**src/rtl/hct_pkg.sv**
```systemverilog
// Package for the heater and cooler thermostat.
// Holds command codes, widths and reset constants shared by the RTL and the checker.
// No dependencies.
`timescale 1ns / 1ps

package hct_pkg;

  // Field widths
  localparam int CmdW      = 2;
  localparam int TempW     = 8;
  localparam int SpW       = 8;
  localparam int BlinkW    = 5;
  localparam int InUserW   = 2;
  localparam int InDataW   = 8;
  localparam int OutDataW  = 16;
  localparam int CfgIdxW   = 1;
  localparam int CfgDataW  = 8;

  // Command codes carried in the input tuser
  localparam logic [CmdW-1:0] CMD_TICK  = 2'd0;
  localparam logic [CmdW-1:0] CMD_UP    = 2'd1;
  localparam logic [CmdW-1:0] CMD_DOWN  = 2'd2;
  localparam logic [CmdW-1:0] CMD_LEAVE = 2'd3;

  // Configuration register indexes
  localparam logic [CfgIdxW-1:0] REG_SP_MIN = 1'b0;
  localparam logic [CfgIdxW-1:0] REG_SP_MAX = 1'b1;

  // Reset values and fixed constants
  localparam logic [SpW-1:0]    SETPOINT_INIT = 8'd60;
  localparam logic [SpW-1:0]    SP_MIN_RESET  = 8'd35;
  localparam logic [SpW-1:0]    SP_MAX_RESET  = 8'd75;
  localparam logic [BlinkW-1:0] BLINK_TICKS   = 5'd20;
  localparam logic [SpW-1:0]    BAND          = 8'd5;
  localparam logic [SpW-1:0]    STEP          = 8'd5;

  // Output word bit positions
  localparam int OutHeatBit = 0;
  localparam int OutCoolBit = 1;
  localparam int OutLedBit  = 2;
  localparam int OutSetBit  = 3;
  localparam int OutSpLsb   = 4;

endpackage

```
**src/rtl/heater_cooler_thermostat_unit.sv**
```systemverilog
// Heater and cooler thermostat, top level: decision logic and result register.
// Depends on hct_pkg.
`timescale 1ns / 1ps

// Every accepted word yields exactly one result word in the next cycle. A control
// tick compares the temperature against setpoint +/- 5 with hysteresis and
// drives heater or cooler; while heating, the heat LED toggles every 20
// ticks. A button press in normal mode enters set mode (both drives off);
// in set mode up/down move the setpoint by 5 while it is below setpoint_max
// (up) or above setpoint_min (down); a leave command returns to normal mode.
// One word is taken per clock: the whole update is a single compare-and-select
// stage between the input handshake and the result register, and a new word is
// taken whenever the result register is empty or being drained.
module heater_cooler_thermostat_unit
  import hct_pkg::*;
(
  input  logic                clk,
  input  logic                rst,
  // Input words: tuser [1:0] cmd; tdata [7:0] water temperature
  input  logic                s_axis_tvalid,
  output logic                s_axis_tready,
  input  logic [InUserW-1:0]  s_axis_tuser,
  input  logic [InDataW-1:0]  s_axis_tdata,
  // Result words: [0] heater_on, [1] cooler_on, [2] heat_led,
  // [3] in_set_mode, [11:4] setpoint_out, [15:12] zero
  output logic                m_axis_tvalid,
  input  logic                m_axis_tready,
  output logic [OutDataW-1:0] m_axis_tdata,
  // Configuration write port
  input  logic                cfg_we,
  input  logic [CfgIdxW-1:0]  cfg_index,
  input  logic [CfgDataW-1:0] cfg_data
);

  // Configuration registers
  logic [SpW-1:0] setpoint_min;
  logic [SpW-1:0] setpoint_max;

  // Controller state
  logic              set_mode, set_mode_next;
  logic              heating_active, heating_active_next;
  logic              cooling_active, cooling_active_next;
  logic [BlinkW-1:0] blink_count, blink_count_next;
  logic              led_level, led_level_next;
  logic [SpW-1:0]    setpoint, setpoint_next;

  // Result register
  logic                out_valid;
  logic [OutDataW-1:0] out_data;

  logic             in_accept;
  logic [CmdW-1:0]  cmd;
  logic [TempW-1:0] water_temp;

  // Comparison terms on 9 bits so that setpoint +/- 5 never wraps
  logic [SpW:0] t_ext, s_ext, t_plus_band, s_plus_band;
  logic         t_below_lo, t_below_hi, t_above_hi, t_above_lo;
  logic         heat, cool;
  logic [BlinkW-1:0] blink_inc;

  assign cmd        = s_axis_tuser[CmdW-1:0];
  assign water_temp = s_axis_tdata[TempW-1:0];

  assign s_axis_tready = !rst && (!out_valid || m_axis_tready);
  assign in_accept     = s_axis_tvalid && s_axis_tready;

  assign t_ext       = {1'b0, water_temp};
  assign s_ext       = {1'b0, setpoint};
  assign t_plus_band = t_ext + {1'b0, BAND};
  assign s_plus_band = s_ext + {1'b0, BAND};

  // t < s-5, t < s+5, t > s+5, t > s-5
  assign t_below_lo = t_plus_band < s_ext;
  assign t_below_hi = t_ext < s_plus_band;
  assign t_above_hi = t_ext > s_plus_band;
  assign t_above_lo = t_plus_band > s_ext;

  assign heat      = t_below_lo || (t_below_hi && heating_active);
  assign cool      = !heat && (t_above_hi || (t_above_lo && cooling_active));
  assign blink_inc = blink_count + 5'd1;

  // Next-state logic for one command
  always_comb begin
    set_mode_next       = set_mode;
    heating_active_next = heating_active;
    cooling_active_next = cooling_active;
    blink_count_next    = blink_count;
    led_level_next      = led_level;
    setpoint_next       = setpoint;
    case (cmd)
      CMD_TICK: begin
        if (set_mode) begin
          heating_active_next = 1'b0;
          cooling_active_next = 1'b0;
        end else if (heat) begin
          heating_active_next = 1'b1;
          cooling_active_next = 1'b0;
          if (blink_inc == BLINK_TICKS) begin
            blink_count_next = '0;
            led_level_next   = !led_level;
          end else begin
            blink_count_next = blink_inc;
          end
        end else if (cool) begin
          heating_active_next = 1'b0;
          cooling_active_next = 1'b1;
          blink_count_next    = '0;
          led_level_next      = 1'b1;
        end else begin
          heating_active_next = 1'b0;
          cooling_active_next = 1'b0;
          blink_count_next    = '0;
          led_level_next      = 1'b0;
        end
      end
      CMD_UP, CMD_DOWN: begin
        if (!set_mode) begin
          set_mode_next       = 1'b1;
          heating_active_next = 1'b0;
          cooling_active_next = 1'b0;
        end else if (cmd == CMD_UP) begin
          // Increase, saturating at 255
          if (setpoint < setpoint_max) begin
            setpoint_next = (setpoint > (8'd255 - STEP)) ? 8'd255 : setpoint + STEP;
          end
        end else begin
          // Decrease, saturating at zero
          if (setpoint > setpoint_min) begin
            setpoint_next = (setpoint < STEP) ? 8'd0 : setpoint - STEP;
          end
        end
      end
      CMD_LEAVE: begin
        set_mode_next = 1'b0;
      end
      default: begin
        set_mode_next = set_mode;
      end
    endcase
  end

  // Configuration writes
  always_ff @(posedge clk) begin
    if (rst) begin
      setpoint_min <= SP_MIN_RESET;
      setpoint_max <= SP_MAX_RESET;
    end else if (cfg_we) begin
      if (cfg_index == REG_SP_MIN) begin
        setpoint_min <= cfg_data;
      end else begin
        setpoint_max <= cfg_data;
      end
    end
  end

  // State update on each accepted word
  always_ff @(posedge clk) begin
    if (rst) begin
      set_mode       <= 1'b0;
      heating_active <= 1'b0;
      cooling_active <= 1'b0;
      blink_count    <= '0;
      led_level      <= 1'b0;
      setpoint       <= SETPOINT_INIT;
    end else if (in_accept) begin
      set_mode       <= set_mode_next;
      heating_active <= heating_active_next;
      cooling_active <= cooling_active_next;
      blink_count    <= blink_count_next;
      led_level      <= led_level_next;
      setpoint       <= setpoint_next;
    end
  end

  // Result register valid flag
  always_ff @(posedge clk) begin
    if (rst) begin
      out_valid <= 1'b0;
    end else if (in_accept) begin
      out_valid <= 1'b1;
    end else if (m_axis_tready) begin
      out_valid <= 1'b0;
    end
  end

  // Result payload: the state after this word
  always_ff @(posedge clk) begin
    if (in_accept) begin
      out_data <= {{(OutDataW-OutSpLsb-SpW){1'b0}}, setpoint_next, set_mode_next,
                   led_level_next, cooling_active_next, heating_active_next};
    end
  end

  assign m_axis_tvalid = out_valid;
  assign m_axis_tdata  = out_data;

endmodule

```
**config.mk**
```make
export PLATFORM = sky130hd
export DESIGN_NAME = heater_cooler_thermostat_unit
export DESIGN_NICKNAME = d
export VERILOG_FILES = /design/src/rtl/hct_pkg.sv /design/src/rtl/heater_cooler_thermostat_unit.sv
export SDC_FILE = /design/constraint.sdc
export NUM_CORES = 1
export LEC_CHECK = 0
export BUFFER_PORTS_ARGS = -buffer_cell sky130_fd_sc_hd__buf_2
export CAP_MARGIN = 20
export CORE_MARGIN = 5
export CORE_UTILIZATION = 47
export CTS_CLUSTER_SIZE = 25
export DETAILED_ROUTE_END_ITERATION = 16
export PLACE_DENSITY = 0.64
export SETUP_SLACK_MARGIN = 0.15
export SYNTH_ARGS = -nofsm -noshare
export SYNTH_HDL_FRONTEND = slang
export SYNTH_SLANG_ARGS = --single-unit
```
**constraint.sdc**
```tcl
create_clock -name clk -period 7.8 [get_ports clk]
set_clock_uncertainty 0.2 [all_clocks]
set_input_delay 0.39 -clock clk [delete_from_list [all_inputs] [get_ports clk]]
set_output_delay 0.39 -clock clk [all_outputs]
set_load 0.1 [all_outputs]
```
==> results_tabular.tex, run 1 <==
\begin{tabular}{lr}
\hline
Metric & Value \\
\hline
\multicolumn{2}{l}{\textbf{Global routing}} \\
\quad Met3 GRT Util & 3.397\% \\
\quad Via count of the first global-routing pass & $\sim$3300 \\
\quad Global-route wire length before repair & about 16000 um \\
\quad Global-route track usage on met2 & between 30\% and 40\% \\
\quad Global-route total usage across every layer & about a fifth \\
\quad Busiest layer in global routing & met2 \\
\quad Antenna violations before repair & 0 \\
\quad Grt ovf & 0 \\
\quad Maximum number of pins on one net before global-route repair & 26 \\
\quad Met1 global-route usage & $\sim$29\% \\
\multicolumn{2}{l}{\textbf{Clocking}} \\
\quad CTS H-tree lvls & 2 \\
\quad Clock transition at the registers of the reported paths & approximately 0.09 ns \\
\quad Worst-skew pair later-pin latency & around 0.30 ns \\
\quad Number of instances resized during post-cts repair & 0 \\
\quad Clk sinks & 46 \\
\quad Clock buffers created by TritonCTS & 5 \\
\quad Root Buffer & clkbuf\_8 \\
\quad Maximum root-to-sink buffer count & 2 \\
\quad Quantity of hold-fixing buffers added after cts & 0 \\
\quad Number of setup buffers added after CTS & 0 \\
\quad TritonCTS clock tree & built \\
\multicolumn{2}{l}{\textbf{Placed design}} \\
\quad Count of input and output buffers & 37 \\
\quad DP HPWL & around 7500 um \\
\quad RD Place Congestion & roughly 0.93 \\
\multicolumn{2}{l}{\textbf{Final layout}} \\
\quad Antenna diode count & 0 \\
\quad Share of post-route cells with drive strength above 1 & a little over an eighth \\
\quad Synth-to-Final Area Change & 6.977\% \\
\quad Count of filler cells inserted in the layout & 748 \\
\quad Count of nets after finishing & 546 \\
\multicolumn{2}{l}{\textbf{Timing}} \\
\quad Worst Max-Slew Pin Slew & between 0.6 and 0.7 ns \\
\quad Endpoints failing setup & 0 \\
\quad Final worst-path cycle share & about 45\% \\
\quad Fin crit period & 3.541 ns \\
\quad Setup TNS & 0 ns \\
\quad Hold violation total from the final report & 0 \\
\quad Max frequency & roughly 280 MHz \\
\quad WHS & around 0.11 ns \\
\quad Worst slew slack as a fraction of its limit & around 54\% \\
\quad Pins over their slew limit & 0 \\
\quad RSZ-0062 raised after global routing & no \\
\multicolumn{2}{l}{\textbf{Floorplanning}} \\
\quad Die area & 9776 sq um \\
\quad Width of the die & 98.88 um \\
\quad Standard cell core area & roughly 7700 sq um \\
\quad Number of rows created at floorplan & 32 \\
\quad Chip height & between 90 and 100 um \\
\quad Ports placed on the boundary & 42 \\
\quad Starting utilization of the core area & between 40\% and 50\% \\
\multicolumn{2}{l}{\textbf{Synth}} \\
\quad Cell types with the largest area share after synthesis & dfxtp\_1 (18\%), ha\_1 (13\%), edfxtp\_1 (9.7\%) \\
\quad Asr flop ratio synth & 0\% \\
\quad Number of warnings issued by yosys & 0 \\
\quad Post-synthesis instance area & between 3000 and 4000 sq um \\
\quad Share of the yosys chip area belonging to registers & $\sim$28\% \\
\quad Prevailing post-synth register cell & dfxtp\_1 \\
\quad Number of flops mapped to enable cells by yosys & 12 \\
\quad Cell type with the largest total area after synthesis & dfxtp\_1 \\
\quad Post-synthesis cell count & 459 \\
\quad Synthesized area per cell & approximately 8.1 sq um \\
\quad Top cell types by occurrence after synthesis & nand2\_1 (61), ha\_1 (39), dfxtp\_1 (34) \\
\quad Most used standard cell by instance count after synthesis & nand2\_1 \\
\quad Area share of the largest cell type after synthesis & between 10\% and 20\% \\
\quad Netlist cell types & 76 \\
\quad Register bit total from synthesis & 46 \\
\multicolumn{2}{l}{\textbf{Run}} \\
\quad Max Cap Viol & 0 \\
\multicolumn{2}{l}{\textbf{Route}} \\
\quad DR vias & roughly 3500 \\
\quad Detailed Route Iter0 Violations & 262 \\
\quad Vias/cell & 5.971 \\
\quad WL final & around 9900 um \\
\quad Routed wire per std cell & roughly 17 um \\
\quad Number of remaining DRC errors & 0 \\
\quad Pre-Repair DR Iteration Count & 5 \\
\quad Antenna Violating Nets Remaining & 0 \\
\multicolumn{2}{l}{\textbf{Worst hold path}} \\
\quad Endpoint with the worst hold slack & setpoint\_min[0] \\
\quad Hold-critical path depth & 3 \\
\quad Worst Hold Class & primary input to flip-flop \\
\quad Origin of the worst min-delay path & cfg\_data[0] \\
\multicolumn{2}{l}{\textbf{Worst setup path}} \\
\quad Setup slack, reg-to-reg & about 4.3 ns \\
\quad Chain of cells forming the critical path & ha\_1, o21ai\_0, nor3\_1, xnor2\_1, ha\_1, o21ai\_0, o21ai\_0, o211ai\_1, a22o\_1, mux2i\_1, o22ai\_1 \\
\quad Most frequent cell on the critical path & o21ai\_0 \\
\quad Worst reg2reg endpoint & m\_axis\_tdata[2] \\
\quad WP data arrival & $\sim$3.4 ns \\
\quad R2r worst-path depth & 11 \\
\quad Element type at the critical path start & flip-flop \\
\quad Launch instance of the worst register-to-register path & setpoint[1] \\
\quad Data required time of the worst path & 7.66 ns \\
\quad Largest fanout on the critical path & 12 \\
\quad Crit Path Category & flip-flop to flip-flop \\
\quad Type of element capturing the critical path & flip-flop \\
\quad Longest individual stage delay on the worst path & roughly 0.57 ns \\
\quad Max stage delay cell, worst path & dfxtp\_1 \\
\multicolumn{2}{l}{\textbf{Power}} \\
\quad Static leakage & approximately 1.6 nW \\
\quad Worst ir drop on vdd & roughly 0.000076 V \\
\quad PwrDens & 140.8 nW/um\^{}2 \\
\multicolumn{2}{l}{\textbf{Status}} \\
\quad Result of the run & finished clean \\
\hline
\end{tabular}
logic make-up after synthesis:
| logic type | count (synthesis) | share of synthesized area (%) |
|---|---|---|
| XOR/XNOR | 11 | 2.595 |
| other | 1 | 0.1010 |
| AO/OA/AOI/OAI | 123 | 22.72 |
| adder cells (fa/ha/maj) | 39 | 13.14 |
| multiplexers | 5 | 1.416 |
| buffers and inverters | 56 | 7.651 |
| AND/OR/NAND/NOR | 178 | 24.34 |
| flip-flops | 46 | 28.04 |
critical path: cells and delay by family, from the launching register on:
kind / cells / cell delay [ns]
AOI/OAI and AO/OA: 6 / 1.04
adders and majority gates: 2 / 0.59
DFF: 1 / 0.57
and+or+nand+nor: 1 / 0.40
muxes: 1 / 0.30
xor gates and xnor gates: 1 / 0.19
power by group:
group | switching [mW] | internal (mW)
sequential | 0.00575 | 0.254
combinational | 0.0987 | 0.0400
clock | 0.0874 | 0.0735
total | 0.192 | 0.367
registers in the layout, indices dropped and copies added, names as in the netlist:
register and flops:
blink_count 5, cooling_active 1, heating_active 1, led_level 1, m_axis_tdata 12, m_axis_tvalid 1, set_mode 1, setpoint 8
setpoint_max 8, setpoint_min 8
per-layer routing:
metal	routed length, um	vias up
met1	4668	1641
li1	-	1712
met4	144	0
met2	4377	129
met3	666	17
met5	0	-
stage by stage:
stage | instances | power [mW] | setup WS (ns) | utilization (%) | instance area [sq um]
2_1_floorplan | 462 | 0.3721 | 4.934 | - | 3724
3_3_place_gp | 578 | 0.4007 | 4.525 | 50.16 | 3876
4_1_cts | 586 | 0.5600 | 4.334 | 51.39 | 3971
3_5_place_dp | 578 | 0.4020 | 4.340 | 50.16 | 3876
6_report | 586 | 0.5592 | 4.259 | 51.39 | 3971
5_1_grt | 586 | 0.5867 | 3.917 | 51.39 | 3971
area by class of cell:
cell class	instances	area, sq um	area share [%]
multi-input combinational	360	2399	60.40
sequential	46	1041	26.21
timing repair buffer	37	185.2	4.663
tap	102	127.6	3.214
inverter	33	123.9	3.119
clock buffer	7	86.33	2.174
clock inverter	1	8.758	0.2205
placed cells by master, fill, tap and decap left out, drive strengths merged, types with 3 or more instances in the layout:
master and count:
a211oi 5, a21oi 33, a31oi 8, and2 7, and3 5, and4 3, buf 37, clkbuf 7
conb 4, dfxtp 34, edfxtp 12, ha 39, inv 34, mux2i 3, nand2 62, nand2b 6
nand3 28, nand4 10, nor2 26, nor2b 5, nor3 13, o211ai 7, o21a 3, o21ai 31
o311ai 3, o31ai 4, xnor2 9
worst max path at each step:
stage | startpoint | end | slack (ns) | cells after the start
finish | setpoint[1] | m_axis_tdata[2] | 4.26 | 11
global route | setpoint[1] | m_axis_tdata[2] | 3.92 | 11
CTS | setpoint[1] | m_axis_tdata[2] | 4.33 | 11
detailed placement | setpoint[1] | m_axis_tdata[2] | 4.34 | 11
global placement | setpoint[1] | m_axis_tdata[2] | 4.53 | 11
floorplan | setpoint[1] | m_axis_tdata[2] | 4.93 | 12
No activity file was read; power rests on OpenSTA's default activity.
==> run 2, diff against run 1 <==
Settings changed: PLACE_DENSITY 0.64 to 0.67.
Clock period 7.8 ns to 3.1 ns, I/O delays scaled along.
==> run 2 against run 1 <==
  * Cell count is 5.8% higher
  * Non-clock buffer count is 34 higher
  * Sequential cell count is the same
  * First-iteration DRC count is 0.76% lower
  * Via count rose by 4.7%
  * Register-to-register slack got worse by 4.0 ns
  * Critical endpoint unchanged
  * Sequential share of layout area shrank 1.7 points
  * Routed wire length grew 2.7%
  * Worst setup slack lost 4.0 ns
  * Sequential power grew to 2.5 times the previous value
  * Final area up 7.6%
==> results_tabular.tex, run 2 (synthesized netlist as in run 1, its figures left out) <==
\begin{tabular}{lr}
\hline
Metric & Value \\
\hline
\multicolumn{2}{l}{\textbf{Status}} \\
\quad Result of the run & finished clean \\
\multicolumn{2}{l}{\textbf{Worst setup path}} \\
\quad Type of element capturing the critical path & flip-flop \\
\quad Data required time of the worst path & 2.96 ns (-4.70 ns) \\
\quad Buf+Inv Stages, Crit Path & 1 (+1) \\
\quad Longest individual stage delay on the worst path & 0.39 ns (-0.18 ns) \\
\quad WP data arrival & 2.72 ns (-0.68 ns) \\
\quad Element type at the critical path start & flip-flop \\
\quad Cell family contributing the most delay on the critical path & simple AND/OR/NAND/NOR gates \\
\quad Crit Path Category & flip-flop to flip-flop \\
\quad Max stage delay cell, worst path & dfxtp\_2 \\
\quad Worst setup startpoint & setpoint[3] \\
\quad Chain of cells forming the critical path & inv\_1, nor4\_2, nor2\_1, ha\_1, nor3\_1, nand2\_1, o211ai\_1, a22o\_1, mux2i\_2, o22ai\_1 \\
\quad Largest fanout on the critical path & 6 (-6) \\
\quad Launch instance of the worst register-to-register path & setpoint[3] \\
\multicolumn{2}{l}{\textbf{Route}} \\
\quad Routed wire per std cell & 16.32 um (-3.0\%) \\
\quad WL final & 10120 um (+2.7\%) \\
\quad Vias/cell & 5.908 (-1.1\%) \\
\quad Detailed-routed wire length on met2 & 4594 um (+5.0\%) \\
\quad Detailed Route Iter0 Violations & 260 (-0.76\%) \\
\quad DR vias & 3663 (+4.7\%) \\
\quad Number of remaining DRC errors & 0 (unchanged) \\
\quad Uppermost layer routed & met4 \\
\quad WL met3 & 793 um (+19\%) \\
\quad Pre-Repair DR Iteration Count & 5 (unchanged) \\
\quad M1 WL & 4472 um (-4.2\%) \\
\quad Antenna Violating Nets Remaining & 0 (unchanged) \\
\multicolumn{2}{l}{\textbf{Floorplanning}} \\
\quad Chip height & 98.88 um (unchanged) \\
\quad Number of rows created at floorplan & 32 (unchanged) \\
\quad Standard cell core area & 7727 sq um (unchanged) \\
\quad Ports placed on the boundary & 42 (unchanged) \\
\quad Width of the die & 98.88 um (unchanged) \\
\quad Die area & 9776 sq um (unchanged) \\
\quad Starting utilization of the core area & 48.04\% (unchanged) \\
\multicolumn{2}{l}{\textbf{Timing}} \\
\quad Final worst-path cycle share & 92.28\% (+47 points) \\
\quad Pins over their slew limit & 0 (unchanged) \\
\quad Final setup margin & 0.2393 ns (-4.020 ns) \\
\quad Fin crit period & 2.861 ns (-0.6801 ns) \\
\quad Max frequency & 349.6 MHz (+24\%) \\
\quad Worst Max-Slew Pin Slew & 0.6398 ns (-0.05587 ns) \\
\quad RSZ-0062 raised after global routing & no \\
\quad Hold violation total from the final report & 0 (unchanged) \\
\quad Setup TNS & 0 ns (unchanged) \\
\quad WHS & 0.03297 ns (-0.07749 ns) \\
\quad Endpoints failing setup & 0 (unchanged) \\
\quad Worst slew slack as a fraction of its limit & 57.26\% (+3.7 points) \\
\multicolumn{2}{l}{\textbf{Global routing}} \\
\quad Antenna violations before repair & 0 (unchanged) \\
\quad Global-route total usage across every layer & 20.74\% (+0.63 points) \\
\quad Maximum number of pins on one net before global-route repair & 25 (-3.8\%) \\
\quad Grt ovf & 0 (unchanged) \\
\quad Via count of the first global-routing pass & 3443 (+4.7\%) \\
\quad Global-route wire length before repair & 16710 um (+2.8\%) \\
\multicolumn{2}{l}{\textbf{Power}} \\
\quad PwrDens & 331.0 nW/um\^{}2 (+140\%) \\
\quad Total power of the final layout & 1.414 mW (+150\%) \\
\quad Worst ir drop on vdd & 0.0001922 V (+150\%) \\
\quad Static leakage & 1.784 nW (+9.7\%) \\
\multicolumn{2}{l}{\textbf{Clocking}} \\
\quad Clock buffers created by TritonCTS & 5 (unchanged) \\
\quad Maximum root-to-sink buffer count & 2 (unchanged) \\
\quad Worst-skew pair later-pin latency & 0.31 ns (about the same) \\
\quad Root Buffer & clkbuf\_8 \\
\quad TritonCTS clock tree & built \\
\quad Clk sinks & 46 (unchanged) \\
\quad Clock transition at the registers of the reported paths & 0.09 ns (about the same) \\
\quad CTS H-tree lvls & 2 (unchanged) \\
\multicolumn{2}{l}{\textbf{Final layout}} \\
\quad Flip-flop count of the largest register, all copies and words added & 12 (unchanged) \\
\quad Utilization of the core after routing & 55.28\% (+3.9 points) \\
\quad Synth-to-Final Area Change & 15.07\% \\
\quad Post-route design area & 4272 sq um (+7.6\%) \\
\quad Count of nets after finishing & 580 (+6.2\%) \\
\quad Final non-filler cell total & 620 (+5.8\%) \\
\quad Antenna diode count & 0 (unchanged) \\
\quad Leading cell types in the layout, fill and taps excluded & nand2\_1 (61), ha\_1 (39), buf\_2 (37), inv\_1 (32), a21oi\_1 (31) \\
\quad Most common cell after layout, fill and taps aside & nand2\_1 \\
\quad Share of post-route cells with drive strength above 1 & 18.34\% (+5.1 points) \\
\multicolumn{2}{l}{\textbf{Placed design}} \\
\quad DP HPWL & 7700 um (+2.2\%) \\
\quad Total placed instance area & 4041 sq um (+4.3\%) \\
\quad Post-placement cell count & 600 (+3.8\%) \\
\quad Worst setup timing slack at the placement stage & 0.1419 ns (-4.198 ns) \\
\quad RD Place Congestion & 0.9567 (+2.9\%) \\
\quad Count of input and output buffers & 37 (unchanged) \\
\multicolumn{2}{l}{\textbf{Run}} \\
\quad Max Cap Viol & 0 (unchanged) \\
\multicolumn{2}{l}{\textbf{Worst hold path}} \\
\quad Worst Hold Class & primary input to flip-flop \\
\quad Origin of the worst min-delay path & m\_axis\_tready \\
\hline
\end{tabular}
-- run 2: repair_timing --
action | 4_1_cts | 5_1_grt
endpoints found under the hold margin | 17 | 0
endpoints found under the setup margin | 1 | 4
pin swaps | 0 | 1
buffers inserted | 0 | 1
resized for setup | 2 | 10
hold buffers | 11 | 0
-- run 2: area by class of cell --
type / instances / area (sq um)
fillers: 724 / 3456
multi-input cells: 360 / 2421
flip-flops and latches: 46 / 1049
repair buffers: 71 / 467.9
well taps: 102 / 127.6
inverters: 33 / 123.9
clock buffers: 7 / 76.32
clock inverters: 1 / 6.256
-- run 2: final timing paths --
check                     to  slack (ns)  depth (start not counted)
max          m_axis_tdata[2]        0.24                         10
min            m_axis_tvalid        0.03                          3
max reg2reg  m_axis_tdata[2]        0.24                         10
min reg2reg  setpoint_min[7]        0.26                          2
-- run 2: per-layer routing --
metal	vias to the layer above	global-route usage, %
li1	1776	-
met1	1684	28.08
met2	171	33.52
met3	32	3.609
met4	0	6.618
met5	-	0
-- run 2: power breakdown --
group / switching (mW) / leakage, nW / internal, mW
Sequential: 0.0122 / 0.383 / 0.638
Combinational: 0.258 / 1.36 / 0.127
Clock: 0.218 / 0.0428 / 0.161
Total: 0.488 / 1.78 / 0.926
-- run 2: tightest hold or removal path, stage by stage --
cell and delay, ns:
buf_2 0.07, nand2b_1 0.18, a21oi_1 0.09
==> run 3, diff against run 2 <==
Settings changed: MAX_ROUTING_LAYER from default to met4.
==> run 3 against run 2 <==
  * Fmax shrank 0.71%
  * Final area grew 0.12%
  * Combinational power is essentially flat
  * Routed wire length grew 0.61%
  * Sequential power is essentially flat
  * First-iteration DRC count grew 41%
  * Critical path depth grew 1
  * Worst setup slack lost 0.021 ns
  * Clock-buffer cell count is the same
==> results_tabular.tex, run 3 (synthesized netlist as in run 1, its figures left out) <==
\begin{tabular}{lr}
\hline
Metric & Value \\
\hline
\multicolumn{2}{l}{\textbf{Clocking}} \\
\quad Clk sinks & 46 (unchanged) \\
\quad Worst-skew pair later-pin latency & 0.30 ns (about the same) \\
\quad Clock transition at the registers of the reported paths & 0.09 ns (about the same) \\
\quad Root Buffer & clkbuf\_8 \\
\quad Clock buffers created by TritonCTS & 5 (unchanged) \\
\quad CTS H-tree lvls & 2 (unchanged) \\
\quad Maximum root-to-sink buffer count & 2 (unchanged) \\
\quad TritonCTS clock tree & built \\
\multicolumn{2}{l}{\textbf{Power}} \\
\quad PwrDens & 328.3 nW/um\^{}2 (-0.81\%) \\
\quad Power share of the combinational group & 27.7\% (+0.5 points) \\
\quad Internal power of the cells & 928.9 uW (+0.35\%) \\
\quad Worst ir drop on vdd & 0.0002113 V (+9.9\%) \\
\quad Sequential cell fraction of total power & 46.4\% (+0.4 points) \\
\quad P\_sw & 475.1 uW (-2.7\%) \\
\quad Sw Ratio & 33.84\% (-0.69 points) \\
\quad Static leakage & 1.787 nW (+0.17\%) \\
\quad Relative contribution of the clock network to total power & 26.0\% (-0.8 points) \\
\multicolumn{2}{l}{\textbf{Worst setup path}} \\
\quad Max stage delay cell, worst path & dfxtp\_1 \\
\quad Buf+Inv Stages, Crit Path & 1 (unchanged) \\
\quad Largest fanout on the critical path & 6 (unchanged) \\
\quad Chain of cells forming the critical path & ha\_1, buf\_4, o21a\_1, xnor2\_1, ha\_1, nor3\_1, nand2\_1, o211ai\_1, a22o\_1, mux2i\_1, o22ai\_1 \\
\quad Type of element capturing the critical path & flip-flop \\
\quad WP data arrival & 2.73 ns (about the same) \\
\quad Cell family contributing the most delay on the critical path & compound AO/OA/AOI/OAI gates \\
\quad Most frequent cell on the critical path & ha\_1 \\
\quad Worst reg2reg endpoint & m\_axis\_tdata[2] \\
\quad Launch instance of the worst register-to-register path & setpoint[0] \\
\quad Crit Path Category & flip-flop to flip-flop \\
\quad Setup slack, reg-to-reg & 0.22 ns (-0.02 ns) \\
\quad Element type at the critical path start & flip-flop \\
\quad Data required time of the worst path & 2.95 ns (about the same) \\
\quad R2r worst-path depth & 11 (+1) \\
\quad Longest individual stage delay on the worst path & 0.37 ns (-0.02 ns) \\
\multicolumn{2}{l}{\textbf{Timing}} \\
\quad Hold violation total from the final report & 0 (unchanged) \\
\quad Final worst-path cycle share & 92.94\% (+0.66 points) \\
\quad Setup TNS & 0 ns (unchanged) \\
\quad Max frequency & 347.1 MHz (-0.71\%) \\
\quad Worst Max-Slew Pin Slew & 0.6505 ns (+0.01063 ns) \\
\quad Fin crit period & 2.881 ns (+0.02056 ns) \\
\quad Endpoints failing setup & 0 (unchanged) \\
\quad Pins over their slew limit & 0 (unchanged) \\
\quad RSZ-0062 raised after global routing & yes \\
\quad Worst slew slack as a fraction of its limit & 56.55\% (-0.71 points) \\
\multicolumn{2}{l}{\textbf{Global routing}} \\
\quad Maximum number of pins on one net before global-route repair & 25 (unchanged) \\
\quad Via count of the first global-routing pass & 3400 (-1.2\%) \\
\quad Global-route total usage across every layer & 21.45\% (+0.71 points) \\
\quad Antenna violations before repair & 0 (unchanged) \\
\quad Grt ovf & 0 (unchanged) \\
\quad Global-route wire length before repair & 16670 um (-0.25\%) \\
\multicolumn{2}{l}{\textbf{Worst hold path}} \\
\quad Worst Hold Class & primary input to flip-flop \\
\quad Hold-critical path depth & 3 (unchanged) \\
\quad Origin of the worst min-delay path & m\_axis\_tready \\
\quad Endpoint with the worst hold slack & m\_axis\_tvalid \\
\multicolumn{2}{l}{\textbf{Floorplanning}} \\
\quad Ports placed on the boundary & 42 (unchanged) \\
\quad Chip height & 98.88 um (unchanged) \\
\quad Starting utilization of the core area & 48.04\% (unchanged) \\
\quad Number of rows created at floorplan & 32 (unchanged) \\
\quad Standard cell core area & 7727 sq um (unchanged) \\
\quad Die area & 9776 sq um (unchanged) \\
\quad Width of the die & 98.88 um (unchanged) \\
\multicolumn{2}{l}{\textbf{Final layout}} \\
\quad Count of filler cells inserted in the layout & 742 (+2.5\%) \\
\quad Leading cell types in the layout, fill and taps excluded & nand2\_1 (61), ha\_1 (39), buf\_2 (37), inv\_1 (32) \\
\quad Antenna diode count & 0 (unchanged) \\
\quad Flip-flop count of the largest register, all copies and words added & 12 (unchanged) \\
\quad Count of nets after finishing & 582 (+0.34\%) \\
\quad Most common cell after layout, fill and taps aside & nand2\_1 \\
\quad Share of post-route cells with drive strength above 1 & 18.08\% (-0.26 points) \\
\quad Synth-to-Final Area Change & 15.20\% \\
\quad Final non-filler cell total & 622 (+0.32\%) \\
\quad Combined flip-flop and latch cell area & 1045 sq um (-0.36\%) \\
\quad Post-route design area & 4277 sq um (+0.12\%) \\
\quad Multi-input gate area & 2415 sq um (-0.26\%) \\
\multicolumn{2}{l}{\textbf{Route}} \\
\quad Antenna Violating Nets Remaining & 0 (unchanged) \\
\quad DR vias & 3660 (-0.082\%) \\
\quad Vias/cell & 5.884 (-0.40\%) \\
\quad Detailed Route Iter0 Violations & 366 (+41\%) \\
\quad WL final & 10180 um (+0.61\%) \\
\quad Routed wire per std cell & 16.37 um (+0.29\%) \\
\quad Number of remaining DRC errors & 0 (unchanged) \\
\quad Pre-Repair DR Iteration Count & 5 (unchanged) \\
\multicolumn{2}{l}{\textbf{Placed design}} \\
\quad Post-placement cell count & 599 (-0.17\%) \\
\quad Count of input and output buffers & 37 (unchanged) \\
\quad RD Place Congestion & 0.9554 (-0.14\%) \\
\quad DP HPWL & 7712 um (+0.16\%) \\
\quad Total placed instance area & 4034 sq um (-0.19\%) \\
\multicolumn{2}{l}{\textbf{Run}} \\
\quad Max Cap Viol & 0 (unchanged) \\
\multicolumn{2}{l}{\textbf{Status}} \\
\quad Result of the run & finished clean \\
\hline
\end{tabular}
-- run 3: repair_timing --
action,in CTS,in global routing
cloned,0,0
hold buffers,11,0
pin swaps,0,1
hold endpoints to repair,17,0
buffers inserted,0,4
resized for setup,1,6
setup endpoints to repair,1,10
-- run 3: worst register-to-register path, cell delays in order, from the launching register on --
cell	delay [ns]
dfxtp_1	0.37
ha_1	0.23
buf_4	0.15
o21a_1	0.21
xnor2_1	0.14
ha_1	0.20
nor3_1	0.19
nand2_1	0.08
o211ai_1	0.21
a22o_1	0.27
mux2i_1	0.26
o22ai_1	0.12
-- run 3: layer usage --
layer  vias to the layer above  part of all wire, %  global-route usage [%]
met4                         0                  1.9                   5.777
met3                        24                  7.8                   4.388
met1                      1686                   44                   28.28
met2                       160                   46                   33.47
met5                         -                    0                       -
li1                       1790                    -                       -
-- run 3: worst max path at each step --
stage                            from         endpoint  slack [ns]  depth (start not counted)
after floorplan           setpoint[1]  m_axis_tdata[2]        0.23                         12
after global placement    setpoint[5]  m_axis_tdata[2]        0.23                         11
after detailed placement  setpoint[5]  m_axis_tdata[2]        0.16                         11
after CTS                 setpoint[1]  m_axis_tdata[2]        0.16                         12
after global routing      setpoint[0]  m_axis_tdata[2]        0.07                         12
final                     setpoint[0]  m_axis_tdata[2]        0.22                         11
-- run 3: final cells by class --
type / count / share of cell area [%]
Multi-Input combinational cell: 360 / 56.47
Sequential cell: 46 / 24.43
Timing Repair Buffer: 73 / 11.29
Tap cell: 102 / 2.984
Inverter: 33 / 2.896
Clock buffer: 7 / 1.785
Clock inverter: 1 / 0.1463
-- run 3: metrics by stage --
step	hold WS, ns	utilization [%]	total power, mW	setup slack (ns)
3_3_place_gp	0.1911	52.20	1.022	0.2314
5_1_grt	0.08487	55.34	1.479	0.07110
2_1_floorplan	0.07915	-	0.9363	0.2340
3_5_place_dp	0.1945	52.20	1.028	0.1584
4_1_cts	0.03755	54.71	1.409	0.1552
6_report	0.04662	55.34	1.404	0.2187
-- run 3: power groups by stage --
stage | logic, mW | registers [mW] | clock network [mW]
after floorplan | 0.228 | 0.709 | 0
after global placement | 0.358 | 0.664 | 0
after detailed placement | 0.363 | 0.665 | 0
after CTS | 0.376 | 0.651 | 0.382
after global routing | 0.423 | 0.654 | 0.402
final | 0.388 | 0.651 | 0.365
